File: src/bsfu_pkg.sv
// shared types and constants for the breakpoint search unit
// no dependencies
package bsfu_pkg;

   localparam int SLOT_WIDTH     = 8;
   localparam int VALUE_WIDTH    = 32;
   localparam int INDEX_WIDTH    = 8;
   localparam int FRACTION_WIDTH = 16;
   localparam int COUNT_WIDTH    = 9;
   localparam int CSR_ADDR_WIDTH = 3;
   localparam int CSR_DATA_WIDTH = 32;

   typedef enum logic {
      MODE_LOAD   = 1'b0,
      MODE_SEARCH = 1'b1
   } mode_type;

   typedef enum logic {
      REG_ENTRY_COUNT = 1'b0,
      REG_KEYS_SIGNED = 1'b1
   } csr_reg_type;

   typedef enum logic [1:0] {
      ALU_KEY_ENTRY,
      ALU_KEY_LEFT,
      ALU_RIGHT_LEFT,
      ALU_DIV_STEP
   } alu_op_type;

   typedef enum logic [2:0] {
      S_IDLE,
      S_FIRST,
      S_LAST,
      S_TEST,
      S_NUM,
      S_DEN,
      S_DIV
   } seq_state_type;

   typedef struct packed {
      logic [COUNT_WIDTH-1:0] entry_count;
      logic                   keys_signed;
   } cfg_type;

endpackage

File: src/bsfu_csr.sv
// configuration registers on an apb-style port
// depends on bsfu_pkg
module bsfu_csr (
   input  logic                                clock,
   input  logic                                reset,
   input  logic                                psel,
   input  logic                                penable,
   input  logic                                pwrite,
   input  logic [bsfu_pkg::CSR_ADDR_WIDTH-1:0] paddr,
   input  logic [bsfu_pkg::CSR_DATA_WIDTH-1:0] pwdata,
   output logic [bsfu_pkg::CSR_DATA_WIDTH-1:0] prdata,
   output logic                                pready,
   output bsfu_pkg::cfg_type                   cfg
);
   import bsfu_pkg::*;

   logic [COUNT_WIDTH-1:0] entry_count_ff;
   logic [COUNT_WIDTH-1:0] entry_count_in;
   logic                   keys_signed_ff;
   logic                   keys_signed_in;
   logic                   wr;
   csr_reg_type            reg_sel;

   assign pready  = 1'b1;
   assign wr      = psel && penable && pwrite;
   assign reg_sel = csr_reg_type'(paddr[CSR_ADDR_WIDTH-1]);

   always_comb begin
      entry_count_in = entry_count_ff;
      keys_signed_in = keys_signed_ff;
      if (wr) begin
         unique case (reg_sel)
            REG_ENTRY_COUNT: entry_count_in = pwdata[COUNT_WIDTH-1:0];
            REG_KEYS_SIGNED: keys_signed_in = pwdata[0];
         endcase
      end
   end

   always_comb begin
      unique case (reg_sel)
         REG_ENTRY_COUNT: prdata = CSR_DATA_WIDTH'(entry_count_ff);
         REG_KEYS_SIGNED: prdata = CSR_DATA_WIDTH'(keys_signed_ff);
      endcase
   end

   always_ff @(posedge clock) begin
      if (reset) begin
         entry_count_ff <= COUNT_WIDTH'(1);
         keys_signed_ff <= 1'b0;
      end else begin
         entry_count_ff <= entry_count_in;
         keys_signed_ff <= keys_signed_in;
      end
   end

   assign cfg.entry_count = entry_count_ff;
   assign cfg.keys_signed = keys_signed_ff;

endmodule

File: config.mk
export PLATFORM = sky130hd
export DESIGN_NAME = bsfu_csr
export DESIGN_NICKNAME = d
export VERILOG_FILES = /design/src/bsfu_pkg.sv /design/src/bsfu_csr.sv
export SDC_FILE = /design/constraint.sdc
export NUM_CORES = 1
export LEC_CHECK = 0
export BUFFER_PORTS_ARGS = -buffer_cell sky130_fd_sc_hd__buf_2
export CAP_MARGIN = 30
export CORE_MARGIN = 10
export CORE_UTILIZATION = 33
export CTS_BUF_LIST = sky130_fd_sc_hd__clkbuf_8 sky130_fd_sc_hd__clkbuf_16
export CTS_CLUSTER_SIZE = 20
export DETAILED_ROUTE_END_ITERATION = 7
export PLACE_DENSITY = 0.8
export SLEW_MARGIN = 30
export SYNTH_ARGS = -nofsm -noshare
export SYNTH_HDL_FRONTEND = slang
export SYNTH_SLANG_ARGS = --single-unit
File: constraint.sdc
create_clock -name clock -period 0.8 [get_ports clock]
set_input_delay 0.12 -clock clock [delete_from_list [all_inputs] [get_ports clock]]
set_output_delay 0.12 -clock clock [all_outputs]
set_load 0.01 [all_outputs]
==> results.cfg <==
[cts]
cts_buffer_depth = 2
cts_buffers = 3
htree_num_levels = 1
clock_latency_ps = 230
clkTransAtPathRegs_ps = 50
cts.sinks = 10
cts_tree = done
cts-root-buf = clkbuf_8
ctsHoldBuffers = 0

[drt]
met2_length_um = 1150
drc = 0
vias = 629
wirelength_um = 2260
viasPerCell = 4.01
drtAntennaViolNets = 0
drt-initial-drc-count = 1
dr_wl_met3_um = 355
wire_per_inst_um = 14.4
dr.pass1.iters = 3
wl_met1_um = 742
top_layer = met4

[placed_design]
gp_congestion = 0.638
place_area_um2 = 837
dp.cells = 140
pre_cts_ws_ps = -170
dp_hpwl_um = 1480
port_buffers = 33

[global_route]
grt_pass1_wl_um = 2930
grt_pass1_vias = 651
antenna_found_initial = 0
grt.overflow.total = 0
grt_max_degree = 21
grtUsageTotal_pct = 8.35

[synth]
syn-instance-count = 82
ys_seq_area_share_pct = 27.9
avgSynthCellArea_um2 = 8.74
synth_cell_types = 13
yosysWarnings = 0
ys_ff_latch = 10
synth_area_um2 = 717

[worst_setup_path]
worstPathMaxFanout = 2
arrival_ps = 940
end_kind = primary output
cp-start-kind = flip-flop
worstSetupPathType = flip-flop to primary output
required_ps = 680

[die]
ios = 83
start_util_pct = 35.5
fp.dieArea_um2 = 4440
die_h_um = 66.6
core_area_um2 = 2020
die_w_um = 66.6
row_count = 16

[timing]
hold_viol = 0
hold-worst-slack_ps = 131
rsz0062_at_grt = true
fin_crit_ps = 1060
setup_ws_ps = -260
setup_viol = 19
max_freq_ghz = 0.943
min_period_over_period_pct = 133
fin_skew_ps = 0
drv_slew = 0

[finish]
final_area_um2 = 1210
layout_common_cells = buf_6 (25), conb_1 (24), nand2b_1 (18)
num-fill-cells = 177
seqCellArea_um2 = 213
multi_input_area_um2 = 443
diodes = 0
layoutNonFillerInstCount = 157
final_common_cell = buf_6
nNetsFinal = 171
syn_to_final_growth_pct = 68.6
final_core_util_pct = 59.8
drive_gt1_share_pct = 56.2

[flow_run]
cap_viol_max_count = 0

[pwr]
power.leakage_nw = 0.576
peakVddDrop_mv = 1.06
pwr_density_cell_nw_per_um2 = 1200

[status]
failed_checks = negative setup slack
outcome = finished with violations

[worst_hold_path]
hp-class = input pin to flip-flop
==> metrics by stage <==
stage / power, mW / setup TNS [ps]
final: 1.44 / -2550
after CTS: 1.39 / -1750
after global placement: 0.728 / -1430
after floorplan: 0.743 / 0
after detailed placement: 0.732 / -1430
after global routing: 1.51 / -3080
==> Yosys cell counts <==
| master | n | area (µm²) |
|---|---|---|
| nand4_1 | 1 | 6.26 |
| conb_1 | 2 | 7.51 |
| clkbuf_1 | 2 | 7.51 |
| mux2_2 | 1 | 11.3 |
| clkbuf_2 | 1 | 5.00 |
| and4b_1 | 1 | 10.0 |
| buf_4 | 25 | 188 |
| dfxtp_1 | 10 | 200 |
| nor2_1 | 2 | 7.51 |
| nor2b_1 | 8 | 50.1 |
| mux2i_1 | 10 | 100 |
| buf_6 | 1 | 11.3 |
| nand2b_1 | 18 | 113 |
==> path summary, 6_finish.rpt <==
path,cells past startpoint,to,from,slack [ps]
worst max-delay path,2,prdata[0],entry_count_ff[0],-260
worst min-delay path,3,entry_count_ff[3],pwdata[3],130
worst max register to register,4,entry_count_ff[0],entry_count_ff[0],10
worst min register to register,2,entry_count_ff[1],entry_count_ff[1],490
==> power breakdown <==
group | internal, mW | switching (mW)
Combinational | 0.143 | 0.147
Sequential | 0.512 | 0.00901
Clock | 0.433 | 0.201
==> metal layers <==
layer	vias up	GRT usage [%]
met3	2	5.85
met4	0	3.93
met2	36	14.7
li1	303	-
met1	288	6.94
met5	-	0
==> worst max-delay path, cell delays in order (launching register included) <==
cell and delay (ps):
dfxtp_2 320, mux2_4 270, buf_6 120
==> cell families (layout without fill, tap and decap cells) <==
| kind of cell | after synthesis | in the layout | share of synthesized area (%) |
|---|---|---|---|
| buf+inv | 29 | 55 | 29.5 |
| flops | 10 | 10 | 27.9 |
| mux | 11 | 11 | 15.5 |
| other cells | 2 | 24 | 1.05 |
| simple gates | 30 | 30 | 26.0 |
==> final cells by class <==
| type | instances | area share, % |
|---|---|---|
| tap | 27 | 2.80 |
| timing repair buffer | 51 | 38.4 |
| clock buffer | 4 | 4.55 |
| multi-input combinational | 65 | 36.6 |
| sequential | 10 | 17.6 |
==> timing repair <==
item | in CTS | in global routing
gates resized for setup | 19 | 29
pin swaps | 0 | 1
gates cloned | 0 | 1
buffers inserted | 2 | 10
endpoints found under the setup margin | 19 | 20
==> sequential cells by signal, indices dropped and copies added, names as in the netlist <==
| register | flops |
|---|---|
| keys_signed_ff | 1 |
| entry_count_ff | 9 |
Note: power is estimated with default switching activity, not from simulation.
