## src/bsfu_pkg.sv

```systemverilog
// shared types and constants for the breakpoint search unit
// no dependencies
package bsfu_pkg;

   localparam int SLOT_WIDTH     = 8;
   localparam int VALUE_WIDTH    = 32;
   localparam int INDEX_WIDTH    = 8;
   localparam int FRACTION_WIDTH = 16;
   localparam int COUNT_WIDTH    = 9;
   localparam int CSR_ADDR_WIDTH = 3;
   localparam int CSR_DATA_WIDTH = 32;

   typedef enum logic {
      MODE_LOAD   = 1'b0,
      MODE_SEARCH = 1'b1
   } mode_type;

   typedef enum logic {
      REG_ENTRY_COUNT = 1'b0,
      REG_KEYS_SIGNED = 1'b1
   } csr_reg_type;

   typedef enum logic [1:0] {
      ALU_KEY_ENTRY,
      ALU_KEY_LEFT,
      ALU_RIGHT_LEFT,
      ALU_DIV_STEP
   } alu_op_type;

   typedef enum logic [2:0] {
      S_IDLE,
      S_FIRST,
      S_LAST,
      S_TEST,
      S_NUM,
      S_DEN,
      S_DIV
   } seq_state_type;

   typedef struct packed {
      logic [COUNT_WIDTH-1:0] entry_count;
      logic                   keys_signed;
   } cfg_type;

endpackage

```

## src/bsfu_alu.sv

```systemverilog
// shared subtractor: key compares, interval widths and divider steps
// depends on bsfu_pkg
module bsfu_alu #(
   parameter int KEY_WIDTH = 32
) (
   input  bsfu_pkg::alu_op_type   op,
   input  logic                   keys_signed,
   input  logic [KEY_WIDTH-1:0]   key,
   input  logic [KEY_WIDTH-1:0]   entry,
   input  logic [KEY_WIDTH-1:0]   left,
   input  logic [KEY_WIDTH-1:0]   right,
   input  logic [KEY_WIDTH-1:0]   rem,
   input  logic [KEY_WIDTH-1:0]   den,
   output logic [KEY_WIDTH+1:0]   diff,
   output logic                   neg,
   output logic                   zero
);
   import bsfu_pkg::*;

   localparam int DW = KEY_WIDTH + 2;

   logic [DW-1:0] key_o;
   logic [DW-1:0] entry_o;
   logic [DW-1:0] left_o;
   logic [DW-1:0] right_o;
   logic [DW-1:0] opa;
   logic [DW-1:0] opb;

   // order-preserving extension
   assign key_o   = keys_signed ? {{2{key[KEY_WIDTH-1]}}, key}     : {2'b00, key};
   assign entry_o = keys_signed ? {{2{entry[KEY_WIDTH-1]}}, entry} : {2'b00, entry};
   assign left_o  = keys_signed ? {{2{left[KEY_WIDTH-1]}}, left}   : {2'b00, left};
   assign right_o = keys_signed ? {{2{right[KEY_WIDTH-1]}}, right} : {2'b00, right};

   always_comb begin
      unique case (op)
         ALU_KEY_ENTRY: begin
            opa = key_o;
            opb = entry_o;
         end
         ALU_KEY_LEFT: begin
            opa = key_o;
            opb = left_o;
         end
         ALU_RIGHT_LEFT: begin
            opa = right_o;
            opb = left_o;
         end
         ALU_DIV_STEP: begin
            opa = {1'b0, rem, 1'b0};
            opb = {2'b00, den};
         end
      endcase
   end

   assign diff = opa - opb;
   assign neg  = diff[DW-1];
   assign zero = (diff == '0);

endmodule

```

## src/bsfu_seq.sv

```systemverilog
// search and divide sequencer around the shared subtractor
// depends on bsfu_pkg and bsfu_alu
module bsfu_seq #(
   parameter int TABLE_DEPTH   = 256,
   parameter int KEY_WIDTH     = 32,
   parameter int FRACTION_BITS = 16
) (
   input  logic                                clock,
   input  logic                                reset,
   input  logic                                start,
   output logic                                busy,
   input  logic                                req_mode,
   input  logic [KEY_WIDTH-1:0]                key,
   input  bsfu_pkg::cfg_type                   cfg,
   output logic [$clog2(TABLE_DEPTH)-1:0]      rd_addr,
   input  logic [KEY_WIDTH-1:0]                rd_data,
   output logic                                rsp_strobe,
   output logic [bsfu_pkg::INDEX_WIDTH-1:0]    rsp_interval_index,
   output logic [bsfu_pkg::FRACTION_WIDTH-1:0] rsp_fraction
);
   import bsfu_pkg::*;

   localparam int AW = $clog2(TABLE_DEPTH);
   localparam int CW = (AW > COUNT_WIDTH) ? AW : COUNT_WIDTH;
   localparam int IW = (AW > INDEX_WIDTH) ? AW : INDEX_WIDTH;
   localparam int FW = (FRACTION_BITS > FRACTION_WIDTH) ? FRACTION_BITS : FRACTION_WIDTH;
   localparam int SW = $clog2(FRACTION_BITS);
   localparam int DW = KEY_WIDTH + 2;

   seq_state_type          state_ff, state_in;
   logic [KEY_WIDTH-1:0]   key_ff, key_in;
   logic [AW-1:0]          lo_ff, lo_in;
   logic [AW-1:0]          hi_ff, hi_in;
   logic [AW-1:0]          last_ff, last_in;
   logic [AW-1:0]          probe_ff;
   logic [KEY_WIDTH-1:0]   lo_val_ff, lo_val_in;
   logic [KEY_WIDTH-1:0]   hi_val_ff, hi_val_in;
   logic [KEY_WIDTH-1:0]   rem_ff, rem_in;
   logic [KEY_WIDTH-1:0]   den_ff, den_in;
   logic [FRACTION_BITS-1:0] quo_ff, quo_in;
   logic [SW-1:0]          cnt_ff, cnt_in;
   logic                   rsp_strobe_ff, rsp_strobe_in;
   logic [AW-1:0]          rsp_index_ff, rsp_index_in;
   logic [FRACTION_BITS-1:0] rsp_frac_ff, rsp_frac_in;

   logic                   accept;
   logic                   finish;
   logic [AW-1:0]          fin_index;
   logic [FRACTION_BITS-1:0] fin_frac;
   logic [CW-1:0]          count_ext;
   logic [CW-1:0]          used_m1;
   logic [AW-1:0]          gap;
   logic                   gap_wide;
   logic [AW:0]            mid_sum;
   logic [AW-1:0]          mid_next;
   logic [IW-1:0]          index_ext;
   logic [FW-1:0]          frac_ext;

   alu_op_type             alu_op;
   logic [DW-1:0]          alu_diff;
   logic                   alu_neg;
   logic                   alu_zero;

   bsfu_alu #(
      .KEY_WIDTH (KEY_WIDTH)
   ) u_alu (
      .op          (alu_op),
      .keys_signed (cfg.keys_signed),
      .key         (key_ff),
      .entry       (rd_data),
      .left        (lo_val_ff),
      .right       (hi_val_ff),
      .rem         (rem_ff),
      .den         (den_ff),
      .diff        (alu_diff),
      .neg         (alu_neg),
      .zero        (alu_zero)
   );

   assign busy   = (state_ff != S_IDLE);
   assign accept = start && !busy && (req_mode == MODE_SEARCH);

   // saturate entry count to 1..TABLE_DEPTH, then minus one
   always_comb begin
      count_ext = CW'(cfg.entry_count);
      if (count_ext == '0) begin
         used_m1 = '0;
      end else if (32'(count_ext) > 32'(TABLE_DEPTH)) begin
         used_m1 = CW'(TABLE_DEPTH - 1);
      end else begin
         used_m1 = count_ext - CW'(1);
      end
   end

   assign gap      = hi_in - lo_in;
   assign gap_wide = (gap > AW'(1));
   assign mid_sum  = {1'b0, lo_in} + {1'b0, hi_in};
   assign mid_next = mid_sum[AW:1];

   // next state
   always_comb begin
      state_in = state_ff;
      unique case (state_ff)
         S_IDLE:  if (accept) state_in = S_FIRST;
         S_FIRST: state_in = (alu_neg || alu_zero) ? S_IDLE : S_LAST;
         S_LAST: begin
            if (!alu_neg) begin
               state_in = S_IDLE;
            end else begin
               state_in = gap_wide ? S_TEST : S_NUM;
            end
         end
         S_TEST:  state_in = gap_wide ? S_TEST : S_NUM;
         S_NUM:   state_in = alu_zero ? S_IDLE : S_DEN;
         S_DEN:   state_in = S_DIV;
         S_DIV:   state_in = (cnt_ff == '0) ? S_IDLE : S_DIV;
         default: state_in = S_IDLE;
      endcase
   end

   // unit operation and table address
   always_comb begin
      alu_op  = ALU_KEY_ENTRY;
      rd_addr = '0;
      unique case (state_ff)
         S_IDLE:  rd_addr = '0;
         S_FIRST: rd_addr = last_ff;
         S_LAST:  rd_addr = mid_next;
         S_TEST:  rd_addr = mid_next;
         S_NUM:   alu_op  = ALU_KEY_LEFT;
         S_DEN:   alu_op  = ALU_RIGHT_LEFT;
         S_DIV:   alu_op  = ALU_DIV_STEP;
         default: rd_addr = '0;
      endcase
   end

   // datapath
   always_comb begin
      key_in    = key_ff;
      lo_in     = lo_ff;
      hi_in     = hi_ff;
      last_in   = last_ff;
      lo_val_in = lo_val_ff;
      hi_val_in = hi_val_ff;
      rem_in    = rem_ff;
      den_in    = den_ff;
      quo_in    = quo_ff;
      cnt_in    = cnt_ff;
      finish    = 1'b0;
      fin_index = lo_ff;
      fin_frac  = '0;
      unique case (state_ff)
         S_IDLE: begin
            if (accept) begin
               key_in  = key;
               last_in = used_m1[AW-1:0];
            end
         end
         S_FIRST: begin
            lo_val_in = rd_data;
            if (alu_neg || alu_zero) begin
               finish    = 1'b1;
               fin_index = '0;
            end
         end
         S_LAST: begin
            lo_in     = '0;
            hi_in     = last_ff;
            hi_val_in = rd_data;
            if (!alu_neg) begin
               finish    = 1'b1;
               fin_index = last_ff;
            end
         end
         S_TEST: begin
            if (alu_neg) begin
               hi_in     = probe_ff;
               hi_val_in = rd_data;
            end else begin
               lo_in     = probe_ff;
               lo_val_in = rd_data;
            end
         end
         S_NUM: begin
            rem_in = alu_diff[KEY_WIDTH-1:0];
            if (alu_zero) begin
               finish = 1'b1;
            end
         end
         S_DEN: begin
            den_in = alu_diff[KEY_WIDTH-1:0];
            cnt_in = SW'(FRACTION_BITS - 1);
            quo_in = '0;
         end
         S_DIV: begin
            if (!alu_neg) begin
               rem_in = alu_diff[KEY_WIDTH-1:0];
            end else begin
               rem_in = {rem_ff[KEY_WIDTH-2:0], 1'b0};
            end
            quo_in = {quo_ff[FRACTION_BITS-2:0], !alu_neg};
            cnt_in = cnt_ff - SW'(1);
            if (cnt_ff == '0) begin
               finish   = 1'b1;
               fin_frac = quo_in;
            end
         end
         default: finish = 1'b0;
      endcase
      rsp_strobe_in = finish;
      rsp_index_in  = finish ? fin_index : rsp_index_ff;
      rsp_frac_in   = finish ? fin_frac : rsp_frac_ff;
   end

   always_ff @(posedge clock) begin
      if (reset) begin
         state_ff      <= S_IDLE;
         rsp_strobe_ff <= 1'b0;
      end else begin
         state_ff      <= state_in;
         rsp_strobe_ff <= rsp_strobe_in;
      end
   end

   always_ff @(posedge clock) begin
      key_ff       <= key_in;
      lo_ff        <= lo_in;
      hi_ff        <= hi_in;
      last_ff      <= last_in;
      probe_ff     <= rd_addr;
      lo_val_ff    <= lo_val_in;
      hi_val_ff    <= hi_val_in;
      rem_ff       <= rem_in;
      den_ff       <= den_in;
      quo_ff       <= quo_in;
      cnt_ff       <= cnt_in;
      rsp_index_ff <= rsp_index_in;
      rsp_frac_ff  <= rsp_frac_in;
   end

   assign index_ext          = IW'(rsp_index_ff);
   assign frac_ext           = FW'(rsp_frac_ff);
   assign rsp_strobe         = rsp_strobe_ff;
   assign rsp_interval_index = index_ext[INDEX_WIDTH-1:0];
   assign rsp_fraction       = frac_ext[FRACTION_WIDTH-1:0];

endmodule

```

## config.mk

```make
export PLATFORM = sky130hd
export DESIGN_NAME = bsfu_seq
export DESIGN_NICKNAME = d
export VERILOG_FILES = /design/src/bsfu_pkg.sv /design/src/bsfu_alu.sv /design/src/bsfu_seq.sv
export SDC_FILE = /design/constraint.sdc
export NUM_CORES = 1
export LEC_CHECK = 0
export ABC_AREA = 1
export BUFFER_PORTS_ARGS = -buffer_cell sky130_fd_sc_hd__buf_4
export CAP_MARGIN = 15
export CORE_MARGIN = 2
export CORE_UTILIZATION = 55
export DETAILED_ROUTE_END_ITERATION = 6
export PLACE_DENSITY = 0.86
export SLEW_MARGIN = 20
export SYNTH_ARGS = -nofsm -noshare
export SYNTH_HDL_FRONTEND = slang
export SYNTH_SLANG_ARGS = --single-unit
```

## constraint.sdc

```tcl
create_clock -name clock -period 9.71 [get_ports clock]
set_input_delay 1.942 -clock clock [delete_from_list [all_inputs] [get_ports clock]]
set_output_delay 1.942 -clock clock [all_outputs]
set_load 0.03 [all_outputs]
```

==> results_dict.tcl, run 1 <==
set metrics [dict create \
    clk_latency_ns 0.54 \
    cp.arrival_ns 7.05 \
    clockRootBuffer "clkbuf_16" \
    ys_ff_latch 239 \
    ys_types 52 \
    synth_top_area_share_pct 47.8 \
    finish.utilization_pct 64.9 \
    grt_use_met1_pct 37.2 \
    coreArea_um2 23500 \
    clkPwrFrac_pct 34.9 \
    final_cell_mix "nand2_1 (444), inv_1 (261), edfxtp_1 (211), buf_4 (124), nor2_1 (107)" \
    drt_wl_total_mm 35.1 \
    clock_sinks 239 \
    crit_family "simple AND/OR/NAND/NOR gates" \
    yosys_warnings 0 \
    min_path_type "reg2reg" \
    clock.fmax_mhz 111 \
    grt_max_degree 66 \
    grt_pass1_vias 10687 \
    worst_slack_ns 0.719 \
    path_buf_inv 6 \
    synth_edf_count 211 \
    p_leak_nw 7.04 \
    fin_crit_ns 8.99 \
    antenna_found_initial 0 \
    io_buffers 111 \
    p_switching_uw 770 \
    startpoint_type "flop" \
    syn_to_final_growth_pct 15.2 \
    synth_top_area_cell "edfxtp_1" \
    final_nets 1780 \
    viasPerCell 5.50 \
    crit_type "reg2out" \
    grt.busiest_layer "met2" \
    initial_utilization_pct 56.3 \
    rsz0062_at_grt "false" \
    track_usage_pct 27.4 \
    numCtsBuffers 26 \
    place_area_um2 14500 \
    slew_headroom_pct 43.4 \
    drive_above_1_share_pct 13.5 \
    die_area_um2 25400 \
    hold_slack_ns 0.504 \
    synthArstFlopShare_pct 0 \
    firstDrtPassIters 5 \
    synth_fp_nets 1665 \
    rows 56 \
    finalNonFillerCells 1982 \
    combPwrFrac_pct 19.8 \
    cts_tree "yes" \
    final_common_cell "nand2_1" \
    yosysSeqAreaShare_pct 52.0 \
    status "completed" \
    ys_dominant_reg_cell "edfxtp_1" \
    io_pins 112 \
    worst_pin_slew_ns 0.846 \
    num_vias 10906 \
    crit_slowest_cell "buf_4" \
    syn_inst 1530 \
    critical-path-max-stage-delay_ns 0.47 \
    vdd_ir_drop_max_v 0.000149 \
    clkTransAtPathRegs_ns 0.06 \
    syn_area_um2 13300 \
    finalSetupViolCount 0 \
    die_w_um 159 \
    fin_area_um2 15300 \
    ys_top_cells_by_area "edfxtp_1 (48%), nand2_1 (13%), inv_1 (7.4%), ha_1 (5.1%), dfxtp_1 (4.2%)" \
    path_max_fanout 65 \
    fp.dieH_um 159 \
    fin_crit_sh_pct 92.6 \
    switching_share_pct 29.0 \
    met2_usage_pct 46.7 \
    drc 0 \
    seqPwrFrac_pct 45.3 \
    ant_nets 0 \
    final.setup.tns_ns 0 \
    drv_cap 0 \
    antenna_cells 0 \
    power.density_nw_per_um2 174 \
    clock_skew_ns 0.0111 \
    grt_pass1_wl_mm 55.9 \
    finalPower_mw 2.65 \
    wire_per_inst_um 17.7 \
    required_ns 7.77 \
    clock_path_buffers 3 \
    cts_max_level 1 \
    synth_area_per_cell_um2 8.67 \
    gr-usage-met3_pct 3.54 \
    hold_violations 0 \
    dp_cells 1934 \
    drv_slew 0 \
    cts_hold_buf 0 \
    end_kind "output pin" \
    globalplace.congestion 0.946 \
    gr-total-overflow 0 \
    path_common_cell "nor2_1" \
    place_ws_ns 1.11 \
    p_int_mw 1.88 \
    dpl.hpwl_mm 24.6 \
    drtIter0Drc 1018 \
]
-- per-layer routing --
| layer | share of wire (%) | up-vias |
|---|---|---|
| li1 | - | 5293 |
| met1 | 43 | 5200 |
| met2 | 49 | 368 |
| met3 | 6.0 | 45 |
| met4 | 2.3 | 0 |
| met5 | 0 | - |
-- Yosys cell counts (7+ instances only) --
master / instances
a21oi_1: 32
a221o_1: 31
a22oi_1: 16
a31oi_1: 9
clkbuf_1: 26
dfxtp_1: 28
edfxtp_1: 211
ha_1: 54
inv_1: 262
nand2_1: 445
nand2_2: 18
nand3_1: 68
nand4_1: 13
nor2_1: 109
nor2_2: 11
nor3_1: 7
o211ai_1: 7
o21ai_0: 87
o22ai_1: 10
-- timing repair --
action / CTS / global route
endpoints found under the setup margin: 0 / 3
hold endpoints to repair: 0 / 0
setup buffers: 0 / 2
gates resized for setup: 0 / 6
-- registers in the layout, summed over array words and instances, names as in the netlist --
signal	flops
den_ff	32
hi_val_ff	32
key_ff	32
lo_val_ff	32
rem_ff	32
rsp_fraction	16
quo_ff	15
hi_ff	8
last_ff	8
lo_ff	8
probe_ff	8
rsp_interval_index	8
cnt_ff	4
state_ff	3
rsp_strobe	1
-- cell families after synthesis --
| kind of cell | Yosys count | synth area share, % |
|---|---|---|
| AOI/OAI and AO/OA | 222 | 10.9 |
| xor gates and xnor gates | 6 | 0.396 |
| adders and majority gates | 57 | 5.55 |
| buffers and inverters | 309 | 8.95 |
| DFF | 239 | 52.0 |
| and+or+nand+nor | 697 | 22.2 |
-- power by group through the flow --
stage | sequential (mW) | clock, mW | combinational [mW]
2_1_floorplan | 1.23 | 0 | 0.354
3_3_place_gp | 1.22 | 0 | 0.506
3_5_place_dp | 1.22 | 0 | 0.514
4_1_cts | 1.20 | 0.931 | 0.519
5_1_grt | 1.21 | 0.969 | 0.590
6_report | 1.20 | 0.926 | 0.525
-- path summary, 6_finish.rpt --
kind	slack, ns	endpoint	startpoint	cells after the start
worst min-delay path	0.50	hi_ff[7]$_DFF_P_	hi_ff[7]$_DFF_P_	1
worst max register to register	3.11	state_ff[1]$_SDFFE_PP0P_	state_ff[2]$_SDFFE_PP0P_	35
worst min register to register	0.50	hi_ff[7]$_DFF_P_	hi_ff[7]$_DFF_P_	1
worst max-delay path	0.72	rd_addr[6]	state_ff[2]$_SDFFE_PP0P_	39
-- layout make-up --
cell class                      count  area (µm²)
Clock buffer                       34         711
Clock inverter                     12        76.3
Fill cell                        1967        8260
Inverter                          270        1020
Multi-Input combinational cell    982        5220
Sequential cell                   239        6900
Tap cell                          319         399
Timing Repair Buffer              126         956
Note: power is estimated with default switching activity, not from simulation.
==> run 2, diff against run 1 <==
--- a/config.mk
+++ b/config.mk
@@ -5,13 +5,12 @@
 export SDC_FILE = /design/constraint.sdc
 export NUM_CORES = 1
 export LEC_CHECK = 0
-export ABC_AREA = 1
 export BUFFER_PORTS_ARGS = -buffer_cell sky130_fd_sc_hd__buf_4
 export CAP_MARGIN = 15
 export CORE_MARGIN = 2
-export CORE_UTILIZATION = 55
+export CORE_UTILIZATION = 54
 export DETAILED_ROUTE_END_ITERATION = 6
-export PLACE_DENSITY = 0.86
+export PLACE_DENSITY = 0.85
 export SLEW_MARGIN = 20
 export SYNTH_ARGS = -nofsm -noshare
 export SYNTH_HDL_FRONTEND = slang
==> run 2 against run 1 <==
The flow now finishes with violations (DRC). Largest power group unchanged. Via count down 11%. Highest routed layer unchanged. Non-clock buffer count is 24 higher. Register-to-register slack worse by 0.24 ns.
==> results_dict.tcl, run 2 <==
set metrics [dict create \
    status "finished with violations" \
    violations "DRC" \
    synth_fp_nets 1278 \
    clock.fmax_mhz 110 \
    coreArea_um2 23300 \
    vdd_ir_drop_max_v 0.000131 \
    num_vias 9725 \
    yosys_warnings 0 \
    grt_max_degree 44 \
    synthArstFlopShare_pct 0 \
    hp-start "hi_ff[7]$_DFF_P_" \
    track_usage_pct 25.6 \
    worst_pin_slew_ns 0.727 \
    reg2reg_slack_ns 2.87 \
    hold_violations 0 \
    gr-usage-met3_pct 4.07 \
    finish.utilization_pct 64.7 \
    yosysSeqAreaShare_pct 54.5 \
    crit_type "reg2out" \
    die_w_um 157 \
    syn_inst 1143 \
    drv_slew 0 \
    ys_top_cells_by_area "edfxtp_1 (50%), ha_1 (5.3%), a22oi_1 (5.1%), dfxtp_1 (4.4%), nand2_1 (3.9%)" \
    crit_family "compound AO/OA/AOI/OAI gates" \
    hold_path_depth 2 \
    ys_ff_latch 239 \
    clock_sinks 239 \
    rr_startpoint "state_ff[2]$_SDFFE_PP0P_" \
    syn_to_final_growth_pct 18.8 \
    synth_area_per_cell_um2 11.1 \
    syn_area_um2 12700 \
    wire_per_inst_um 19.9 \
    firstDrtPassIters 7 \
    grt_use_met1_pct 36.0 \
    rsz0062_at_grt "false" \
    finalNonFillerCells 1600 \
    p_leak_nw 5.57 \
    clkTransAtPathRegs_ns 0.06 \
    end_kind "output pin" \
    slew_headroom_pct 51.5 \
    die_area_um2 24700 \
    cp.arrival_ns 7.12 \
    critical-path-max-stage-delay_ns 0.39 \
    drive_above_1_share_pct 20.7 \
    hold_end "hi_ff[7]$_DFF_P_" \
    dp_cells 1548 \
    met2_usage_pct 41.2 \
    antenna_found_initial 0 \
    ys_dominant_reg_cell "edfxtp_1" \
    rows 56 \
    required_ns 7.77 \
    dpl.hpwl_mm 21.8 \
    final_nets 1396 \
    final_common_cell "edfxtp_1" \
    r2r_cells 32 \
    clock_skew_ns 0.0187 \
    fp.dieH_um 157 \
    ys_types 79 \
    yosysMostFrequentCell "edfxtp_1" \
    synth_top_area_share_pct 50.0 \
    place_area_um2 14000 \
    reg2reg_to "state_ff[1]$_SDFFE_PP0P_" \
    clock_path_buffers 3 \
    gr-total-overflow 0 \
    path_max_fanout 19 \
    hold_slack_ns 0.552 \
    finalSetupViolCount 0 \
    io_pins 112 \
    crit_slowest_cell "dfxtp_2" \
    io_buffers 111 \
    place_ws_ns 0.539 \
    drt_wl_total_mm 31.8 \
    clk_latency_ns 0.54 \
    globalplace.congestion 0.959 \
    final_cell_mix "edfxtp_1 (211), buf_4 (147), nand2_1 (130), a22oi_1 (86), nor2_1 (84)" \
    synth_top_area_cell "edfxtp_1" \
    grt.busiest_layer "met2" \
    grt_pass1_wl_mm 49.9 \
    ant_nets 0 \
    grt_pass1_vias 9481 \
    drtIter0Drc 1038 \
    antenna_cells 0 \
    fin_area_um2 15000 \
    cts_max_level 1 \
    startpoint_type "flop" \
    fin_crit_ns 9.06 \
    viasPerCell 6.08 \
    numCtsBuffers 26 \
    cts_tree "yes" \
    yosys-top-cells-count "edfxtp_1 (211), nand2_1 (130), nor2_1 (88)" \
    power.density_nw_per_um2 199 \
    clockRootBuffer "clkbuf_16" \
    min_path_type "reg2reg" \
    fin_crit_sh_pct 93.3 \
    worst_slack_ns 0.649 \
    drv_cap 0 \
    initial_utilization_pct 54.4 \
    drc 2 \
    synth_edf_count 211 \
    path_buf_inv 6 \
]
## run 2: cell types whose count changed after synthesis, moves of 29 or more
cell / delta
mux2_2: +31
o21ai_0: -30
nand3_1: -59
inv_1: -235
a221o_1: -29
nand2_1: -315
a22oi_1: +70
a21oi_1: +52
## run 2: logic make-up after synthesis
kind of cell,count (synthesis),share of synthesized area [%]
adders and majority gates,58,5.89
muxes,41,3.55
buffers and inverters,87,2.66
xor gates and xnor gates,28,1.94
AOI/OAI and AO/OA,339,18.3
and+or+nand+nor,351,13.2
DFF,239,54.5
## run 2: worst max-delay path by stage
| stage | startpoint | endpoint | cells past startpoint | slack, ns |
|---|---|---|---|---|
| after floorplan | state_ff[0]$_SDFFE_PP0P_ | rd_addr[6] | 34 | -0.21 |
| after global placement | state_ff[2]$_SDFFE_PP0P_ | rd_addr[6] | 33 | 0.71 |
| after detailed placement | state_ff[2]$_SDFFE_PP0P_ | rd_addr[6] | 33 | 0.54 |
| after CTS | state_ff[2]$_SDFFE_PP0P_ | rd_addr[6] | 33 | 0.01 |
| after global routing | state_ff[2]$_SDFFE_PP0P_ | rd_addr[6] | 35 | 0.05 |
| final | state_ff[2]$_SDFFE_PP0P_ | rd_addr[6] | 34 | 0.65 |
## run 2: timing repair
| item | 4_1_cts | 5_1_grt |
|---|---|---|
| hold buffers | 0 | 0 |
| gates resized for setup | 4 | 11 |
| cloned | 0 | 0 |
| pin swaps | 0 | 1 |
| buffers inserted | 0 | 4 |
| setup endpoints to repair | 2 | 7 |
## run 2: metal layers
| metal | routed length (µm) | vias to the layer above |
|---|---|---|
| li1 | - | 4583 |
| met1 | 13700 | 4673 |
| met2 | 14700 | 399 |
| met3 | 2340 | 70 |
| met4 | 982 | 0 |
| met5 | 0 | - |
## run 2: final cells by class
class	instances	area, µm²
timing repair buffer	150	1150
sequential	239	6900
tap	319	399
inverter	27	101
multi-input combinational	817	5530
fill	1789	8220
clock inverter	16	223
clock buffer	32	746
## run 2: power by group
| part | total, mW | internal [mW] | switching [mW] |
|---|---|---|---|
| Sequential | 1.23 | 1.19 | 0.0336 |
| Combinational | 0.676 | 0.288 | 0.389 |
| Clock | 1.08 | 0.679 | 0.405 |
| Total | 2.99 | 2.16 | 0.827 |
## run 2: worst reg2reg max path, delay by kind of cell (launching register included)
family	cells	cell delay, ns
AOI/OAI and AO/OA	10	2.05
DFF	1	0.39
adders and majority gates	4	1.18
xor gates and xnor gates	1	0.14
muxes	1	0.37
and+or+nand+nor	11	1.84
buffers and inverters	5	0.74
## run 2: per-stage QoR
step / TNS (ns) / total power [mW]
finish: 0 / 2.99
global route: 0 / 3.13
CTS: 0 / 3.00
detailed placement: 0 / 1.91
global placement: 0 / 1.89
floorplan: -0.213 / 1.72
